--- config.mk ---
export PLATFORM = sky130hd
export DESIGN_NAME = flash_request_command_splitter_unit
export DESIGN_NICKNAME = d
export VERILOG_FILES = /design/src/rtl/core/fcs_pkg.sv /design/src/rtl/core/fcs_ctrl.sv /design/src/rtl/core/fcs_dp.sv /design/src/rtl/core/flash_request_command_splitter_unit.sv
export SDC_FILE = /design/constraint.sdc
export NUM_CORES = 1
export LEC_CHECK = 0
export BUFFER_PORTS_ARGS = -buffer_cell sky130_fd_sc_hd__buf_2
export CAP_MARGIN = 20
export CORE_ASPECT_RATIO = 1.1
export CORE_MARGIN = 3
export CORE_UTILIZATION = 59
export CTS_CLUSTER_SIZE = 28
export DETAILED_ROUTE_END_ITERATION = 6
export GPL_ROUTABILITY_DRIVEN = 0
export PLACE_DENSITY = 0.81
export REMOVE_ABC_BUFFERS = 1
export SLEW_MARGIN = 10
export SYNTH_ARGS = -nofsm -noshare
export SYNTH_HDL_FRONTEND = slang
export SYNTH_SLANG_ARGS = --single-unit
--- constraint.sdc ---
create_clock -name clk -period 6.7 [get_ports clk]
set_clock_uncertainty 0.2 [all_clocks]
set_input_delay 0.67 -clock clk [delete_from_list [all_inputs] [get_ports clk]]
set_output_delay 0.67 -clock clk [all_outputs]
set_load 0.05 [all_outputs]
--- src/rtl/core/fcs_pkg.sv ---
// shared types, widths and constants of the flash request command splitter
// no dependencies; imported by fcs_ctrl, fcs_dp and the top level
`default_nettype none

package fcs_pkg;

	// field widths
	localparam int ADDR_W = 24;
	localparam int CNT_W  = 14;
	localparam int ID_W   = 24;
	localparam int CAP_W  = ADDR_W + 1;

	// flash geometry, all powers of two
	localparam int PAGE_BYTES        = 256;
	localparam int SECTOR_BYTES      = 4096;
	localparam int BLOCK_BYTES       = 65536;
	localparam int MAX_REQUEST_BYTES = 8192;
	localparam int PAGE_W            = $clog2(PAGE_BYTES);

	// chip id decoding
	localparam logic [ID_W-1:0]  ID_NONE_LOW  = 24'h000000;
	localparam logic [ID_W-1:0]  ID_NONE_HIGH = 24'hFFFFFF;
	localparam logic [7:0]       DENSITY_MIN  = 8'h10;
	localparam logic [7:0]       DENSITY_MAX  = 8'h1F;
	localparam logic [7:0]       DENSITY_CLAMP = 8'(ADDR_W);
	localparam logic [CAP_W-1:0] CAP_LIMIT    = CAP_W'(16 * 1024 * 1024);

	// low-bit masks for aligning addresses down, sector step and maximum length
	localparam logic [ADDR_W-1:0] SECTOR_LOW = ADDR_W'(SECTOR_BYTES - 1);
	localparam logic [ADDR_W-1:0] BLOCK_LOW  = ADDR_W'(BLOCK_BYTES - 1);
	localparam logic [ADDR_W-1:0] SECTOR_STEP = ADDR_W'(SECTOR_BYTES);
	localparam logic [CNT_W-1:0]  MAX_LEN    = CNT_W'(MAX_REQUEST_BYTES);

	// stream word widths
	localparam int S_DATA_W = 40;
	localparam int S_USER_W = 3;
	localparam int M_DATA_W = 48;
	localparam int M_USER_W = 3;

	// request modes
	typedef enum logic [2:0] {
		MODE_READ         = 3'd0,
		MODE_WRITE        = 3'd1,
		MODE_ERASE_SECTOR = 3'd2,
		MODE_ERASE_BLOCK  = 3'd3,
		MODE_ERASE_RANGE  = 3'd4,
		MODE_ERASE_CHIP   = 3'd5
	} mode_t;

	// flash command kinds
	typedef enum logic [2:0] {
		KIND_FAST_READ    = 3'd0,
		KIND_PAGE_PROGRAM = 3'd1,
		KIND_SECTOR_ERASE = 3'd2,
		KIND_BLOCK_ERASE  = 3'd3,
		KIND_CHIP_ERASE   = 3'd4
	} kind_t;

	// result error codes
	typedef enum logic [1:0] {
		ERR_NONE    = 2'd0,
		ERR_NO_CHIP = 2'd1,
		ERR_ZERO    = 2'd2,
		ERR_RANGE   = 2'd3
	} err_t;

	// controller to datapath
	typedef struct packed {
		logic load;
		logic plan;
		logic emit;
	} fcs_cmd_t;

	// datapath to controller
	typedef struct packed {
		logic drop;
		logic final_item;
		logic out_free;
	} fcs_stat_t;

endpackage

`default_nettype wire

--- src/rtl/core/fcs_ctrl.sv ---
// controller state machine of the flash request command splitter
// depends on fcs_pkg; drives fcs_dp through fcs_cmd_t
`default_nettype none

module fcs_ctrl
	import fcs_pkg::*;
(
	input  wire        clk,
	input  wire        arst_n,
	input  wire        in_valid,
	output logic       in_ready,
	input  fcs_stat_t  stat,
	output fcs_cmd_t   cmd
);

	typedef enum logic [1:0] {
		ST_IDLE,
		ST_EVAL,
		ST_RUN
	} state_t;

	state_t state_q;
	logic   ready_q;

	// commands decoded from state
	always_comb begin
		cmd.load = in_valid && ready_q;
		cmd.plan = (state_q == ST_EVAL) && !stat.drop;
		cmd.emit = (state_q == ST_RUN) && stat.out_free;
	end

	assign in_ready = ready_q;

	// state and ready register
	always_ff @(posedge clk or negedge arst_n) begin
		if (!arst_n) begin
			state_q <= ST_IDLE;
			ready_q <= 1'b1;
		end else begin
			case (state_q)
				ST_IDLE: begin
					if (in_valid && ready_q) begin
						state_q <= ST_EVAL;
						ready_q <= 1'b0;
					end
				end
				ST_EVAL: begin
					if (stat.drop) begin
						state_q <= ST_IDLE;
						ready_q <= 1'b1;
					end else begin
						state_q <= ST_RUN;
					end
				end
				ST_RUN: begin
					if (cmd.emit && stat.final_item) begin
						state_q <= ST_IDLE;
						ready_q <= 1'b1;
					end
				end
				default: begin
					state_q <= ST_IDLE;
					ready_q <= 1'b1;
				end
			endcase
		end
	end

	// an accepted request is always evaluated next
	assert property (@(posedge clk) disable iff (!arst_n)
		(in_valid && in_ready) |=> (state_q == ST_EVAL))
		else $error("accepted request not evaluated");

	// no new request while a request is being split
	assert property (@(posedge clk) disable iff (!arst_n)
		(state_q == ST_RUN) |-> !cmd.load)
		else $error("request accepted during split");

	// ready only while idle
	assert property (@(posedge clk) disable iff (!arst_n)
		in_ready |-> (state_q == ST_IDLE))
		else $error("ready outside idle");

endmodule

`default_nettype wire

--- src/rtl/core/fcs_dp.sv ---
// datapath of the flash request command splitter: chip capacity, checks,
// page and sector split, output register; depends on fcs_pkg
`default_nettype none

module fcs_dp
	import fcs_pkg::*;
(
	input  wire               clk,
	input  wire               arst_n,
	input  wire               cfg_we,
	input  wire  [ID_W-1:0]   cfg_wdata,
	input  wire  [2:0]        in_mode,
	input  wire  [ADDR_W-1:0] in_address,
	input  wire  [CNT_W-1:0]  in_length,
	input  fcs_cmd_t          cmd,
	output fcs_stat_t         stat,
	output logic              out_valid,
	input  wire               out_ready,
	output kind_t             out_kind,
	output logic [ADDR_W-1:0] out_address,
	output logic [CNT_W-1:0]  out_count,
	output logic              out_wen,
	output err_t              out_err,
	output logic              out_last
);

	typedef enum logic [1:0] {
		JOB_ERROR,
		JOB_SINGLE,
		JOB_PAGES,
		JOB_SECTORS
	} job_t;

	// chip capacity
	logic             chip_ok_q;
	logic [CAP_W-1:0] cap_q;

	// request
	logic [2:0]        mode_q;
	logic [ADDR_W-1:0] addr_q;
	logic [CNT_W-1:0]  len_q;

	// job being split
	job_t              job_q;
	kind_t             kind_q;
	err_t              err_q;
	logic [ADDR_W-1:0] cur_q;
	logic [CNT_W-1:0]  rem_q;
	logic [ADDR_W-1:0] end_q;

	// output word
	logic              valid_q;
	kind_t             o_kind_q;
	logic [ADDR_W-1:0] o_addr_q;
	logic [CNT_W-1:0]  o_cnt_q;
	logic              o_wen_q;
	err_t              o_err_q;
	logic              o_last_q;

	// capacity decode on a chip id write
	logic [7:0]       id_code;
	logic             id_ok;
	logic [CAP_W-1:0] id_cap;

	always_comb begin
		id_code = cfg_wdata[7:0];
		id_ok   = (cfg_wdata != ID_NONE_LOW) && (cfg_wdata != ID_NONE_HIGH)
			&& (id_code >= DENSITY_MIN) && (id_code <= DENSITY_MAX);
		if (id_code >= DENSITY_CLAMP) begin
			id_cap = CAP_LIMIT;
		end else begin
			id_cap = CAP_W'(1) << id_code[4:0];
		end
	end

	always_ff @(posedge clk or negedge arst_n) begin
		if (!arst_n) begin
			chip_ok_q <= 1'b0;
			cap_q     <= '0;
		end else if (cfg_we) begin
			chip_ok_q <= id_ok;
			cap_q     <= id_cap;
		end
	end

	// request capture
	always_ff @(posedge clk) begin
		if (cmd.load) begin
			mode_q <= in_mode;
			addr_q <= in_address;
			len_q  <= in_length;
		end
	end

	// request checks and job plan
	logic [CAP_W-1:0]  sum_end;
	logic [CAP_W-1:0]  end_byte;
	logic              range_bad;
	logic              unit_bad;
	job_t              plan_job;
	kind_t             plan_kind;
	err_t              plan_err;
	logic [ADDR_W-1:0] plan_cur;
	logic [CNT_W-1:0]  plan_rem;
	logic [ADDR_W-1:0] plan_end;

	always_comb begin
		sum_end   = {1'b0, addr_q} + CAP_W'(len_q);
		end_byte  = sum_end - CAP_W'(1);
		range_bad = (len_q > MAX_LEN) || (sum_end > cap_q);
		unit_bad  = {1'b0, addr_q} >= cap_q;
		plan_job  = JOB_ERROR;
		plan_kind = KIND_FAST_READ;
		plan_err  = ERR_NONE;
		plan_cur  = addr_q;
		plan_rem  = len_q;
		plan_end  = end_byte[ADDR_W-1:0] & ~SECTOR_LOW;
		if (!chip_ok_q) begin
			plan_err = ERR_NO_CHIP;
		end else begin
			case (mode_q)
				MODE_ERASE_CHIP: begin
					plan_job  = JOB_SINGLE;
					plan_kind = KIND_CHIP_ERASE;
					plan_cur  = '0;
					plan_rem  = '0;
				end
				MODE_ERASE_SECTOR: begin
					if (unit_bad) begin
						plan_err = ERR_RANGE;
					end else begin
						plan_job  = JOB_SINGLE;
						plan_kind = KIND_SECTOR_ERASE;
						plan_cur  = addr_q & ~SECTOR_LOW;
						plan_rem  = '0;
					end
				end
				MODE_ERASE_BLOCK: begin
					if (unit_bad) begin
						plan_err = ERR_RANGE;
					end else begin
						plan_job  = JOB_SINGLE;
						plan_kind = KIND_BLOCK_ERASE;
						plan_cur  = addr_q & ~BLOCK_LOW;
						plan_rem  = '0;
					end
				end
				default: begin
					if (len_q == '0) begin
						plan_err = ERR_ZERO;
					end else if (range_bad) begin
						plan_err = ERR_RANGE;
					end else if (mode_q == MODE_READ) begin
						plan_job  = JOB_SINGLE;
						plan_kind = KIND_FAST_READ;
					end else if (mode_q == MODE_WRITE) begin
						plan_job  = JOB_PAGES;
						plan_kind = KIND_PAGE_PROGRAM;
					end else begin
						plan_job  = JOB_SECTORS;
						plan_kind = KIND_SECTOR_ERASE;
						plan_cur  = addr_q & ~SECTOR_LOW;
					end
				end
			endcase
		end
	end

	// next result word and job advance
	logic [PAGE_W:0]   space;
	logic [CNT_W-1:0]  chunk;
	kind_t             nx_kind;
	logic [ADDR_W-1:0] nx_addr;
	logic [CNT_W-1:0]  nx_cnt;
	logic              nx_wen;
	err_t              nx_err;
	logic              nx_last;

	always_comb begin
		space = (PAGE_W+1)'(PAGE_BYTES) - {1'b0, cur_q[PAGE_W-1:0]};
		chunk = (rem_q < CNT_W'(space)) ? rem_q : CNT_W'(space);
		nx_kind = kind_q;
		nx_addr = cur_q;
		nx_cnt  = '0;
		nx_wen  = 1'b1;
		nx_err  = ERR_NONE;
		nx_last = 1'b1;
		case (job_q)
			JOB_ERROR: begin
				nx_kind = KIND_FAST_READ;
				nx_addr = '0;
				nx_wen  = 1'b0;
				nx_err  = err_q;
			end
			JOB_SINGLE: begin
				nx_cnt = rem_q;
				nx_wen = (kind_q != KIND_FAST_READ);
			end
			JOB_PAGES: begin
				nx_cnt  = chunk;
				nx_last = (rem_q <= CNT_W'(space));
			end
			JOB_SECTORS: begin
				nx_last = (cur_q == end_q);
			end
			default: begin
				nx_err = err_q;
			end
		endcase
	end

	// job registers
	always_ff @(posedge clk) begin
		if (cmd.plan) begin
			job_q  <= plan_job;
			kind_q <= plan_kind;
			err_q  <= plan_err;
			cur_q  <= plan_cur;
			rem_q  <= plan_rem;
			end_q  <= plan_end;
		end else if (cmd.emit) begin
			if (job_q == JOB_PAGES) begin
				cur_q <= cur_q + ADDR_W'(chunk);
				rem_q <= rem_q - chunk;
			end else if (job_q == JOB_SECTORS) begin
				cur_q <= cur_q + SECTOR_STEP;
			end
		end
	end

	// output register
	always_ff @(posedge clk or negedge arst_n) begin
		if (!arst_n) begin
			valid_q <= 1'b0;
		end else if (cmd.emit) begin
			valid_q <= 1'b1;
		end else if (out_ready) begin
			valid_q <= 1'b0;
		end
	end

	always_ff @(posedge clk) begin
		if (cmd.emit) begin
			o_kind_q <= nx_kind;
			o_addr_q <= nx_addr;
			o_cnt_q  <= nx_cnt;
			o_wen_q  <= nx_wen;
			o_err_q  <= nx_err;
			o_last_q <= nx_last;
		end
	end

	// status back to the controller
	always_comb begin
		stat.drop       = (mode_q > MODE_ERASE_CHIP);
		stat.final_item = nx_last;
		stat.out_free   = !valid_q || out_ready;
	end

	assign out_valid   = valid_q;
	assign out_kind    = o_kind_q;
	assign out_address = o_addr_q;
	assign out_count   = o_cnt_q;
	assign out_wen     = o_wen_q;
	assign out_err     = o_err_q;
	assign out_last    = o_last_q;

	// a new word never overwrites one that is still waiting
	assert property (@(posedge clk) disable iff (!arst_n)
		cmd.emit |-> (!valid_q || out_ready))
		else $error("output word overwritten");

	// a page program always moves at least one byte
	assert property (@(posedge clk) disable iff (!arst_n)
		(cmd.emit && job_q == JOB_PAGES) |-> (chunk != '0))
		else $error("empty page chunk");

	// sector walk never passes its last sector
	assert property (@(posedge clk) disable iff (!arst_n)
		(cmd.emit && job_q == JOB_SECTORS) |-> (cur_q <= end_q))
		else $error("sector walk overrun");

endmodule

`default_nettype wire

--- src/rtl/core/flash_request_command_splitter_unit.sv ---
// top level of the flash request command splitter
// depends on fcs_pkg, fcs_ctrl and fcs_dp
//
// channel  dir  handshake                       payload
// s_axis   in   s_axis_tvalid / s_axis_tready   tuser mode, tdata address, length
// m_axis   out  m_axis_tvalid / m_axis_tready   tuser kind, tdata command fields, tlast
// cfg      in   cfg_we                          cfg_wdata chip id
//
// a request is captured, then checked and planned, then split into result words
// at one word per cycle while m_axis is not stalled; a write splits into up to
// 33 page programs in the split loop of the datapath.
// modes 6 and 7 are dropped at the check with no result.
// s_axis_tready is low from acceptance until the last word enters the output
// register; a stalled m_axis holds the loop. reset clears the chip id (no chip).
`default_nettype none

module flash_request_command_splitter_unit
	import fcs_pkg::*;
(
	input  wire                 clk,
	input  wire                 arst_n,
	// configuration
	input  wire                 cfg_we,
	input  wire  [ID_W-1:0]     cfg_wdata,     // chip_id
	// requests
	input  wire                 s_axis_tvalid,
	output logic                s_axis_tready,
	input  wire  [S_DATA_W-1:0] s_axis_tdata,  // address[23:0], length[37:24], zero pad
	input  wire  [S_USER_W-1:0] s_axis_tuser,  // mode[2:0]
	// commands
	output logic                m_axis_tvalid,
	input  wire                 m_axis_tready,
	output logic [M_DATA_W-1:0] m_axis_tdata,  // command_address[23:0], byte_count[37:24],
	                                           // needs_write_enable[38], error_code[40:39]
	output logic [M_USER_W-1:0] m_axis_tuser,  // command_kind[2:0]
	output logic                m_axis_tlast
);

	fcs_cmd_t          cmd;
	fcs_stat_t         stat;
	kind_t             out_kind;
	logic [ADDR_W-1:0] out_address;
	logic [CNT_W-1:0]  out_count;
	logic              out_wen;
	err_t              out_err;

	// controller
	fcs_ctrl u_ctrl (
		.clk      (clk),
		.arst_n   (arst_n),
		.in_valid (s_axis_tvalid),
		.in_ready (s_axis_tready),
		.stat     (stat),
		.cmd      (cmd)
	);

	// datapath
	fcs_dp u_dp (
		.clk         (clk),
		.arst_n      (arst_n),
		.cfg_we      (cfg_we),
		.cfg_wdata   (cfg_wdata),
		.in_mode     (s_axis_tuser[2:0]),
		.in_address  (s_axis_tdata[ADDR_W-1:0]),
		.in_length   (s_axis_tdata[ADDR_W+CNT_W-1:ADDR_W]),
		.cmd         (cmd),
		.stat        (stat),
		.out_valid   (m_axis_tvalid),
		.out_ready   (m_axis_tready),
		.out_kind    (out_kind),
		.out_address (out_address),
		.out_count   (out_count),
		.out_wen     (out_wen),
		.out_err     (out_err),
		.out_last    (m_axis_tlast)
	);

	// pack the result word
	assign m_axis_tdata = {
		(M_DATA_W - ADDR_W - CNT_W - 3)'(0),
		out_err,
		out_wen,
		out_count,
		out_address
	};
	assign m_axis_tuser = out_kind;

endmodule

`default_nettype wire
# Yosys cells after proc, flatten, opt, wreduce, memory -nomap -nowiden
# Cells that the tools add are included.
# totals
reg_bits,173
word_cells,126
n_memories,0
in_bits,72
mem_bits_ro,0
output_inout_bits,54
latchBits,0
ramBits,0
# classes
mul,0
add_sub_neg,6
n_bitwise,0
n_reduce_logical,26
n_div,0
magnitude_cmp,9
mux,50
n_shift,1
n_eq_ne,14
# op_table
cell,count
$mux 24,5
$mux 14,6
$pmux 24 s3,1
$mux 12,5
$pmux 14 s2,2
$add 24x14->25,1
$ge 24x25->1,1
$gt 25x25->1,1
$mux 25,1
$shl 1x5->25 const A,1
$add 24x13->24 const B,1
$add 24x14->24,1
$eq 24x24->1,1
$mux 2,12
$ne 24x24->1 const B,1
$reduce_bool 24->1,1
$sub 24x1->24 const B,1
$ge 8x5->1 const B,2
$mux 16,1
$gt 14x14->1 const B,1
$le 14x9->1,1
$logic_not 14->1,1
$lt 14x9->1,1
$sub 14x14->14,1
other kinds (27),56

# Longest topological paths before layout
# Gate-level depths: netlist of run 1.
# depth
word_depth,8
ltp_mapped,24
ltp_nobuf,24

# By module
# Synthesis of run 1 repeated with hierarchy kept, for this count alone.
# unflattened
hier_cells,1051
hier_area_um2,11046.8
# modules_own_cells
module,cells_each,area_per_inst_um2,n_inst,seq_area_each_um2
fcs_dp,1028,10830.4,1,4969.8
fcs_ctrl,14,152.6,1,76.3
flash_request_command_splitter_unit,9,63.8,1,0.0

# Worst setup path before layout of run 1
# No wires, ideal clock.
# synth_timing
path_type,reg-to-reg
start,register u_dp.cur_q[5]
end,register u_dp.cur_q[21] (data pin)
path_stages_with_launch,21
arrival_ns,5.713
n_path_buf,0
synth_period_minus_slack_ns,6.170
setup_time_ns,0.256
setup_slack_ns,0.530
required_ns,6.244
cell_sequence,edfxtp_1 > nor4_1 > nand3b_1 > xor2_1 > inv_1 > ha_1 > a21o_1 > a2111oi_0 > nand2_1 > mux2i_1 > inv_1 > ha_1 > a211oi_1 > o211ai_1 > nand3_1 > a31oi_1 > a21oi_1 > a2111oi_0 > nand3_1 > xnor2_1 > a22o_1
# synth_via
elab_chain_cells,7
elab_cells_between_ends,9
classes_between,add/sub (3); order compare (1); mux (5)
# synth_rtl
item,line,rtl
from (decl),fcs_dp.sv:47,logic [ADDR_W-1:0] cur_q;
from (signal assigned),fcs_dp.sv:218,cur_q <= plan_cur;
from (signal assigned),fcs_dp.sv:223,cur_q <= cur_q + ADDR_W'(chunk);
from (signal assigned),fcs_dp.sv:226,cur_q <= cur_q + SECTOR_STEP;
$sub 9x8->9,fcs_dp.sv:180,"space = (PAGE_W+1)'(PAGE_BYTES) - {1'b0, cur_q[PAGE_W-1:0]};"
$lt 14x9->1,fcs_dp.sv:181,chunk = (rem_q < CNT_W'(space)) ? rem_q : CNT_W'(space);
$mux 14,fcs_dp.sv:181,
$add 24x14->24,fcs_dp.sv:223,
$mux 24 *,fcs_dp.sv:222,if (job_q == JOB_PAGES) begin
$mux 24 *,fcs_dp.sv:221,end else if (cmd.emit) begin
$mux 24 *,fcs_dp.sv:214,if (cmd.plan) begin
# Mark *: on every way between the ends. The rest lies on a longest branch, timed or not. The select of a mux whose other input is x is not followed.
# A chain may end at the register's enable or synchronous reset.

# Final worst setup path of run 1
# layout_timing
start,register u_dp.cur_q[0]
end,register u_dp.cur_q[18] (data pin)
# Same word-level chain as after synthesis.

==> summary.md, run 1 <==
| Metric | Value |
|---|---|
| Critical-path cell with the highest stage delay | edfxtp_1 |
| Post-synthesis xor/xnor area fraction | 6.22% |
| Number of clock sinks seen by CTS | 173 |
| Number of buffers added by the clock tree synthesis step | 17 |
| Number of hold buffers added after cts | 0 |
| Drc violations | 0 |
| Number of max-cap violations | 0 |
| Number of placed I/O pins | 126 |
| Routed wire length per instance | 17.8 um |
| Placed cells | 1326 |
| Leading cell type in the layout, fill and taps excluded | edfxtp_1 |
| Status | completed |
| Worst rel slew slack | 29.7% |
| Dominant combinational cell family by area after synthesis | compound AO/OA/AOI/OAI gates |
| Final antenna diode count | 0 |
| Number of instances in the synthesized netlist | 995 |
| Power per Cell Area | 318 mW/mm^2 |
| Post-detailed-placement half-perimeter wirelength | 18300 um |
| Setup repair after global routing missed its margin | no |
| Family of cells with the greatest summed delay on the critical path | compound AO/OA/AOI/OAI gates |
| Chip width | 134 um |
| Insertion delay of the later-clocked pin in the worst-skew pair | 0.44 ns |
| Global-route wire length before repair | 39500 um |
| Crit-path max cell delay | 0.44 ns |
| Area of the core region | 0.0177 mm^2 |
| Fin crit share | 93.3% |
| Arrival time at the worst endpoint | 6.22 ns |
| Placed instance area | 0.0115 mm^2 |
| Number of violations reported at the end of detailed-routing iteration 0 | 825 |
| Data required time at the worst endpoint | 6.67 ns |
| Count of flip-flops with a built-in enable after synthesis | 143 |
| Cell variety after synth | 64 |
| Final hold violation count | 0 |
| Crit path capture type | flip-flop |
| Slew at the pin closest to its max-slew limit | 1.06 ns |
| Peak supply drop | 191 uV |
| Final standard cell area without fillers | 0.0121 mm^2 |
| Vias in the first global route | 7879 |
| Post-synth top flop | edfxtp_1 |
| Count of state elements after synthesis | 173 |
| Total via count in the routed design | 8089 |
| TritonCTS clock tree | done |
| Number of standard cells in the final layout excluding fillers | 1358 |
| Combined buffer and inverter count along the critical path | 4 |
| Count of H-tree levels built during CTS | 4 |
| Cell repeated most along the worst path | o21a_1 |
| Mean instance size in the synthesized netlist | 10.7 um^2 |
| Max-slew violation count | 0 |
| Setup slack after layout | 0.448 ns |
| Warnings from Yosys | 0 |
| Synth Cell Area | 0.0107 mm^2 |
| Highest-count cells in the layout ignoring fill and taps | edfxtp_1, ha_1, buf_2 |
| Longest Clk Path Bufs | 2 |
| Class of the tightest hold or removal check | primary input to async pin |
| Fraction of layout instances using a drive strength above 1 | 13.8% |
| Synth-to-Final Area Change | 13.0% |
| Startpoint-to-endpoint class of the critical path | flip-flop to flip-flop |
| Static power due to leakage | 4.91 nW |
| Number of nets at the end of the flow | 1283 |
| Die Height | 147 um |
| Initial Util | 60.3% |
| Antenna violations before repair | 0 |
| Worst Path Max Fanout | 5 |
| Multiplexer area fraction after synthesis | 0.854% |
| Count of TritonRoute iterations in the first routing pass | 5 |
| IO Port Bufs | 100 |
| Area fraction in compound gates after synthesis | 15.3% |
| Startpoint type of the worst setup path | flip-flop |
| Maximum clock frequency | 160 MHz |
| Gr usage total | 25.3% |
| Minimum setup slack after placement | 0.465 ns |
| Sequential element share of the synthesized area | 47.2% |
| CTS Root Buffer Type | clkbuf_16 |
| Reg clk slew, reported paths | 0.07 ns |
| Final Critical Period | 6.25 ns |
| Final setup viols | 0 |
| Via count normalized by instance count | 5.96 |
| Total Wirelength | 24100 um |
| Async set-reset flop share out of synthesis | 17.3% |
| Setup total negative slack | 0 ns |
| Number of standard-cell rows in the floorplan | 51 |
| Synthesized-area fraction occupied by adder cells | 12.4% |
| Detail Route Antenna Nets | 0 |
| Synth Area in Simple Gates | 14.2% |
| Filler cells | 1326 |
| Overflow left after global routing | 0 |
| Die area | 0.0198 mm^2 |
| Largest net degree at the start of global routing | 43 |
what timing repair did:
item / 4_1_cts / 5_1_grt
setup buffers: 0 / 0
resized for setup: 0 / 1
endpoints found under the setup margin: 0 / 1
flip-flops by register name, summed over array words and instances, names as in the netlist, 2 cells and up:
name              cells
u_dp.rem_q           14
u_dp.err_q            2
u_dp.out_kind         3
u_ctrl.state_q        2
u_dp.out_count       14
u_dp.end_q           12
u_dp.cur_q           24
u_dp.addr_q          24
u_dp.out_address     24
u_dp.len_q           14
u_dp.cap_q           25
u_dp.mode_q           3
u_dp.out_err          2
u_dp.job_q            2
u_dp.kind_q           3
path summary, 6_finish.rpt:
| path | startpoint | endpoint | slack (ns) | depth (start not counted) |
|---|---|---|---|---|
| min | arst_n | u_dp.cap_q[21]$_DFFE_PN0P_ | 0.08 | 1 |
| max | u_dp.cur_q[0]$_DFFE_PP_ | u_dp.cur_q[18]$_DFFE_PP_ | 0.45 | 25 |
| min in group clk | s_axis_tdata[35] | u_dp.len_q[11]$_DFFE_PP_ | 0.20 | 1 |
| max in group asynchronous | arst_n | u_dp.out_valid$_DFFE_PN0P_ | 5.76 | 1 |
| min reg2reg | u_dp.out_valid$_DFFE_PN0P_ | u_dp.out_valid$_DFFE_PN0P_ | 0.32 | 2 |
| max reg2reg | u_dp.cur_q[0]$_DFFE_PP_ | u_dp.cur_q[18]$_DFFE_PP_ | 0.45 | 25 |
cell families (layout without fill, tap and decap cells):
logic type	Yosys count	in the layout
compound gates	246	246
xor+xnor	76	76
fa+ha+maj	104	104
buf+inv	102	216
flops	173	173
mux	9	9
other cells	1	12
simple gates	284	284
worst register-to-register path, stage by stage, from the launching register on:
cell	delay, ns
edfxtp_1	0.44
inv_1	0.11
ha_1	0.26
xnor2_1	0.25
inv_1	0.07
ha_1	0.30
o21a_1	0.12
o21a_1	0.16
o21a_1	0.16
o21a_1	0.17
o21ai_0	0.43
nand2_1	0.21
mux2i_1	0.35
ha_1	0.26
inv_1	0.06
fa_1	0.40
nor2b_1	0.12
o21ai_0	0.13
a211o_1	0.30
a311oi_1	0.33
o21ai_0	0.20
a2111oi_0	0.42
buf_4	0.20
nand2_1	0.06
xor2_1	0.17
a21oi_1	0.10
power breakdown:
part           internal [mW]  switching, mW
sequential              1.41          0.116
combinational          0.473          0.827
clock                  0.599          0.428
total                   2.48           1.37
cell type report:
cell class                 count  area, um^2  area share (%)
clock inverter                13         163            1.35
clock buffer                  19         443            3.66
timing repair buffer         111         583            4.82
tap                          238         298            2.46
sequential                   173        5050            41.7
inverter                      73         274            2.27
multi-input combinational    731        5280            43.7
stage by stage:
step | total power [mW] | hold WS, ns | utilization, %
3_3_place_gp | 2.78 | 0.280 | 64.7
4_1_cts | 3.85 | 0.0883 | 68.1
5_1_grt | 4.06 | 0.129 | 68.1
3_5_place_dp | 2.82 | 0.304 | 64.7
2_1_floorplan | 2.51 | 0.174 | -
6_report | 3.85 | 0.0817 | 68.1
layer usage:
layer	GRT usage (%)	wire length, um	share of wire, %
met5	0	0	0
met4	9.42	597	2.5
met3	3.94	1490	6.2
met2	42.4	11900	49
met1	33.5	10200	42
synth_stat cells (all sizes together), types with 27 or more instances:
library cell	count	area [um^2]
edfxtp	143	4290
ha	101	1260
inv	72	270
nor2	50	188
o21ai	50	250
a21oi	48	240
xnor2	48	420
nand2	47	176
nor2b	38	238
dfrtp	29	726
nand3	29	145
xor2	28	245
a22o	27	236
Note: power is estimated with default switching activity, not from simulation.
==> run 2, diff against run 1 <==
--- a/config.mk
+++ b/config.mk
@@ -14,6 +14,7 @@
 export DETAILED_ROUTE_END_ITERATION = 6
 export GPL_ROUTABILITY_DRIVEN = 0
 export PLACE_DENSITY = 0.81
+export RECOVER_POWER = 50
 export REMOVE_ABC_BUFFERS = 1
 export SLEW_MARGIN = 10
 export SYNTH_ARGS = -nofsm -noshare
==> run 2 against run 1 <==
The flow now finishes with violations (max-capacitance violations, max-slew violations). Critical path type unchanged. Critical endpoint unchanged. Combinational power about the same. Sequential share of layout area rose by 0.22 points. Clock power hardly changed.
==> summary.md, run 2 (synthesis results as in run 1) <==
| Metric | Value |
|---|---|
| Status | complete, but fails checks |
| Violations in the final reports | max-capacitance violations, max-slew violations |
| Final standard cell area without fillers | 0.0120 mm^2 |
| Placed instance area | 0.0115 mm^2 |
| Largest net degree at the start of global routing | 43 |
| Worst rel slew slack | -91.9% |
| Setup total negative slack | 0 ns |
| Number of violations reported at the end of detailed-routing iteration 0 | 784 |
| # Post-CTS Setup Buffers | 0 |
| Die Height | 147 um |
| Antenna violations before repair | 0 |
| Global route hottest layer | met2 |
| Post-detailed-placement half-perimeter wirelength | 18300 um |
| TritonCTS clock tree | done |
| Setup slack after layout | 0.441 ns |
| Fraction of layout instances using a drive strength above 1 | 9.38% |
| Final setup viols | 0 |
| Final Critical Period | 6.26 ns |
| Number of placed I/O pins | 126 |
| Routed wire length per instance | 17.8 um |
| Area of the core region | 0.0177 mm^2 |
| Path depth of the worst reg2reg path | 25 |
| Number of standard-cell rows in the floorplan | 51 |
| Drc violations | 0 |
| Number of nets at the end of the flow | 1283 |
| Power per Cell Area | 319 mW/mm^2 |
| Reg clk slew, reported paths | 0.07 ns |
| Startpoint-to-endpoint class of the critical path | flip-flop to flip-flop |
| End point of the critical path | u_dp.cur_q[18]$_DFFE_PP_ |
| Total Wirelength | 24200 um |
| Worst flop-to-flop path endpoint | u_dp.cur_q[18]$_DFFE_PP_ |
| Reg-to-reg critical path startpoint | u_dp.cur_q[0]$_DFFE_PP_ |
| GR Layer Usage met1 | 33.5% |
| Synth-to-Final Area Change | 12.4% |
| Slew at the pin closest to its max-slew limit | 2.88 ns |
| Final antenna diode count | 0 |
| Maximum clock frequency | 160 MHz |
| Met2 layer usage reported by global route | 42.4% |
| Worst hold slack after final layout | 0.199 ns |
| Die area | 0.0198 mm^2 |
| Overflow left after global routing | 0 |
| Total via count in the routed design | 8124 |
| Data required time at the worst endpoint | 6.67 ns |
| Number of clock sinks seen by CTS | 173 |
| CTS Root Buffer Type | clkbuf_16 |
| Number of standard cells in the final layout excluding fillers | 1358 |
| Final hold violation count | 0 |
| Fin crit share | 93.4% |
| Leading cell type in the layout, fill and taps excluded | edfxtp_1 |
| Peak supply drop | 192 uV |
| Minimum setup slack after placement | 0.465 ns |
| Vias in the first global route | 7879 |
| Via count normalized by instance count | 5.98 |
| Initial Util | 60.3% |
| Detail Route Antenna Nets | 0 |
| Number of flip-flops under the largest register name | 25 |
| Max-slew violation count | 74 |
| Gr usage total | 25.3% |
| Number of hold buffers added after cts | 0 |
| Setup repair after global routing missed its margin | no |
| Count of TritonRoute iterations in the first routing pass | 6 |
| Highest-count cells in the layout ignoring fill and taps | edfxtp_1, ha_1, inv_1 |
| Number of buffers added by the clock tree synthesis step | 17 |
| Arrival time at the worst endpoint | 6.23 ns |
| Number of max-cap violations | 2 |
| Filler cells | 1334 |
| IO Port Bufs | 100 |
| Worst setup slack for register-to-register paths | 0.44 ns |
| Startpoint type of the worst setup path | flip-flop |
| Class of the tightest hold or removal check | primary input to flip-flop |
| CP Launch Point | u_dp.cur_q[0]$_DFFE_PP_ |
| Placed cells | 1326 |
| Chip width | 134 um |
| Register with the most flip-flops | u_dp.cap_q |
| Count of H-tree levels built during CTS | 4 |
| Crit path capture type | flip-flop |
| Global-route met3 utilization | 3.94% |
| Static power due to leakage | 4.78 nW |
| Longest Clk Path Bufs | 2 |
| Worst Path Max Fanout | 5 |
| Global-route wire length before repair | 39500 um |
| Insertion delay of the later-clocked pin in the worst-skew pair | 0.44 ns |
run 2: changes by cell type in the layout (fill, tap and decap cells not counted):
cell,previous run,this run
clkbuf_1,1,49
buf_2,100,53
and2_0,0,1
and2_2,1,0
buf_4,11,10
dfstp_1,0,1
dfstp_2,1,0
run 2: how the worst min path moves through the flow:
stage | start | end | slack (ns) | depth (start not counted)
finish | s_axis_tdata[35] | u_dp.len_q[11]$_DFFE_PP_ | 0.20 | 1
global route | s_axis_tdata[11] | u_dp.addr_q[11]$_DFFE_PP_ | 0.20 | 1
CTS | arst_n | u_dp.cap_q[7]$_DFFE_PN0P_ | 0.09 | 1
detailed placement | u_ctrl.state_q[1]$_DFFE_PN0P_ | u_ctrl.state_q[0]$_DFFE_PN0P_ | 0.30 | 1
global placement | u_ctrl.state_q[0]$_DFFE_PN0P_ | u_ctrl.state_q[0]$_DFFE_PN0P_ | 0.28 | 1
floorplan | arst_n | u_ctrl.state_q[0]$_DFFE_PN0P_ | 0.17 | 0
run 2: per-layer routing:
layer,wire [um],part of all wire [%]
met3,1600,6.6
met5,0,0
met2,11900,49
met4,592,2.4
met1,10100,42
run 2: final cells by class:
| cell class | count | area (um^2) | area share, % |
|---|---|---|---|
| clock buffer | 19 | 443 | 3.68 |
| timing repair buffer | 111 | 520 | 4.33 |
| tap | 238 | 298 | 2.48 |
| sequential | 173 | 5050 | 42.0 |
| clock inverter | 13 | 163 | 1.35 |
| multi-input combinational | 731 | 5280 | 43.9 |
| inverter | 73 | 274 | 2.28 |
run 2: worst max-delay path, stage by stage, from the launching register on:
cell and delay (ns):
edfxtp_1 0.44, inv_1 0.11, ha_1 0.26, xnor2_1 0.25
inv_1 0.07, ha_1 0.30, o21a_1 0.12, o21a_1 0.16
o21a_1 0.16, o21a_1 0.17, o21ai_0 0.43, nand2_1 0.21
mux2i_1 0.35, ha_1 0.26, inv_1 0.06, fa_1 0.40
nor2b_1 0.12, o21ai_0 0.13, a211o_1 0.30, a311oi_1 0.34
o21ai_0 0.20, a2111oi_0 0.42, buf_4 0.20, nand2_1 0.06
xor2_1 0.17, a21oi_1 0.10
run 2: repair_timing:
item                                    CTS  global route
endpoints found under the setup margin    0             1
resized for setup                         0             1
hold endpoints to repair                  0             0
run 2: report_power, final:
part	internal (mW)	switching, mW	total [mW]
Sequential	1.41	0.118	1.53
Clock	0.599	0.429	1.03
Combinational	0.455	0.827	1.28
run 2: per-stage QoR:
| stage | power, mW | util [%] |
|---|---|---|
| after floorplan | 2.51 | - |
| after global placement | 2.78 | 64.7 |
| after detailed placement | 2.82 | 64.7 |
| after CTS | 3.85 | 68.1 |
| after global routing | 4.05 | 67.8 |
| final | 3.84 | 67.8 |
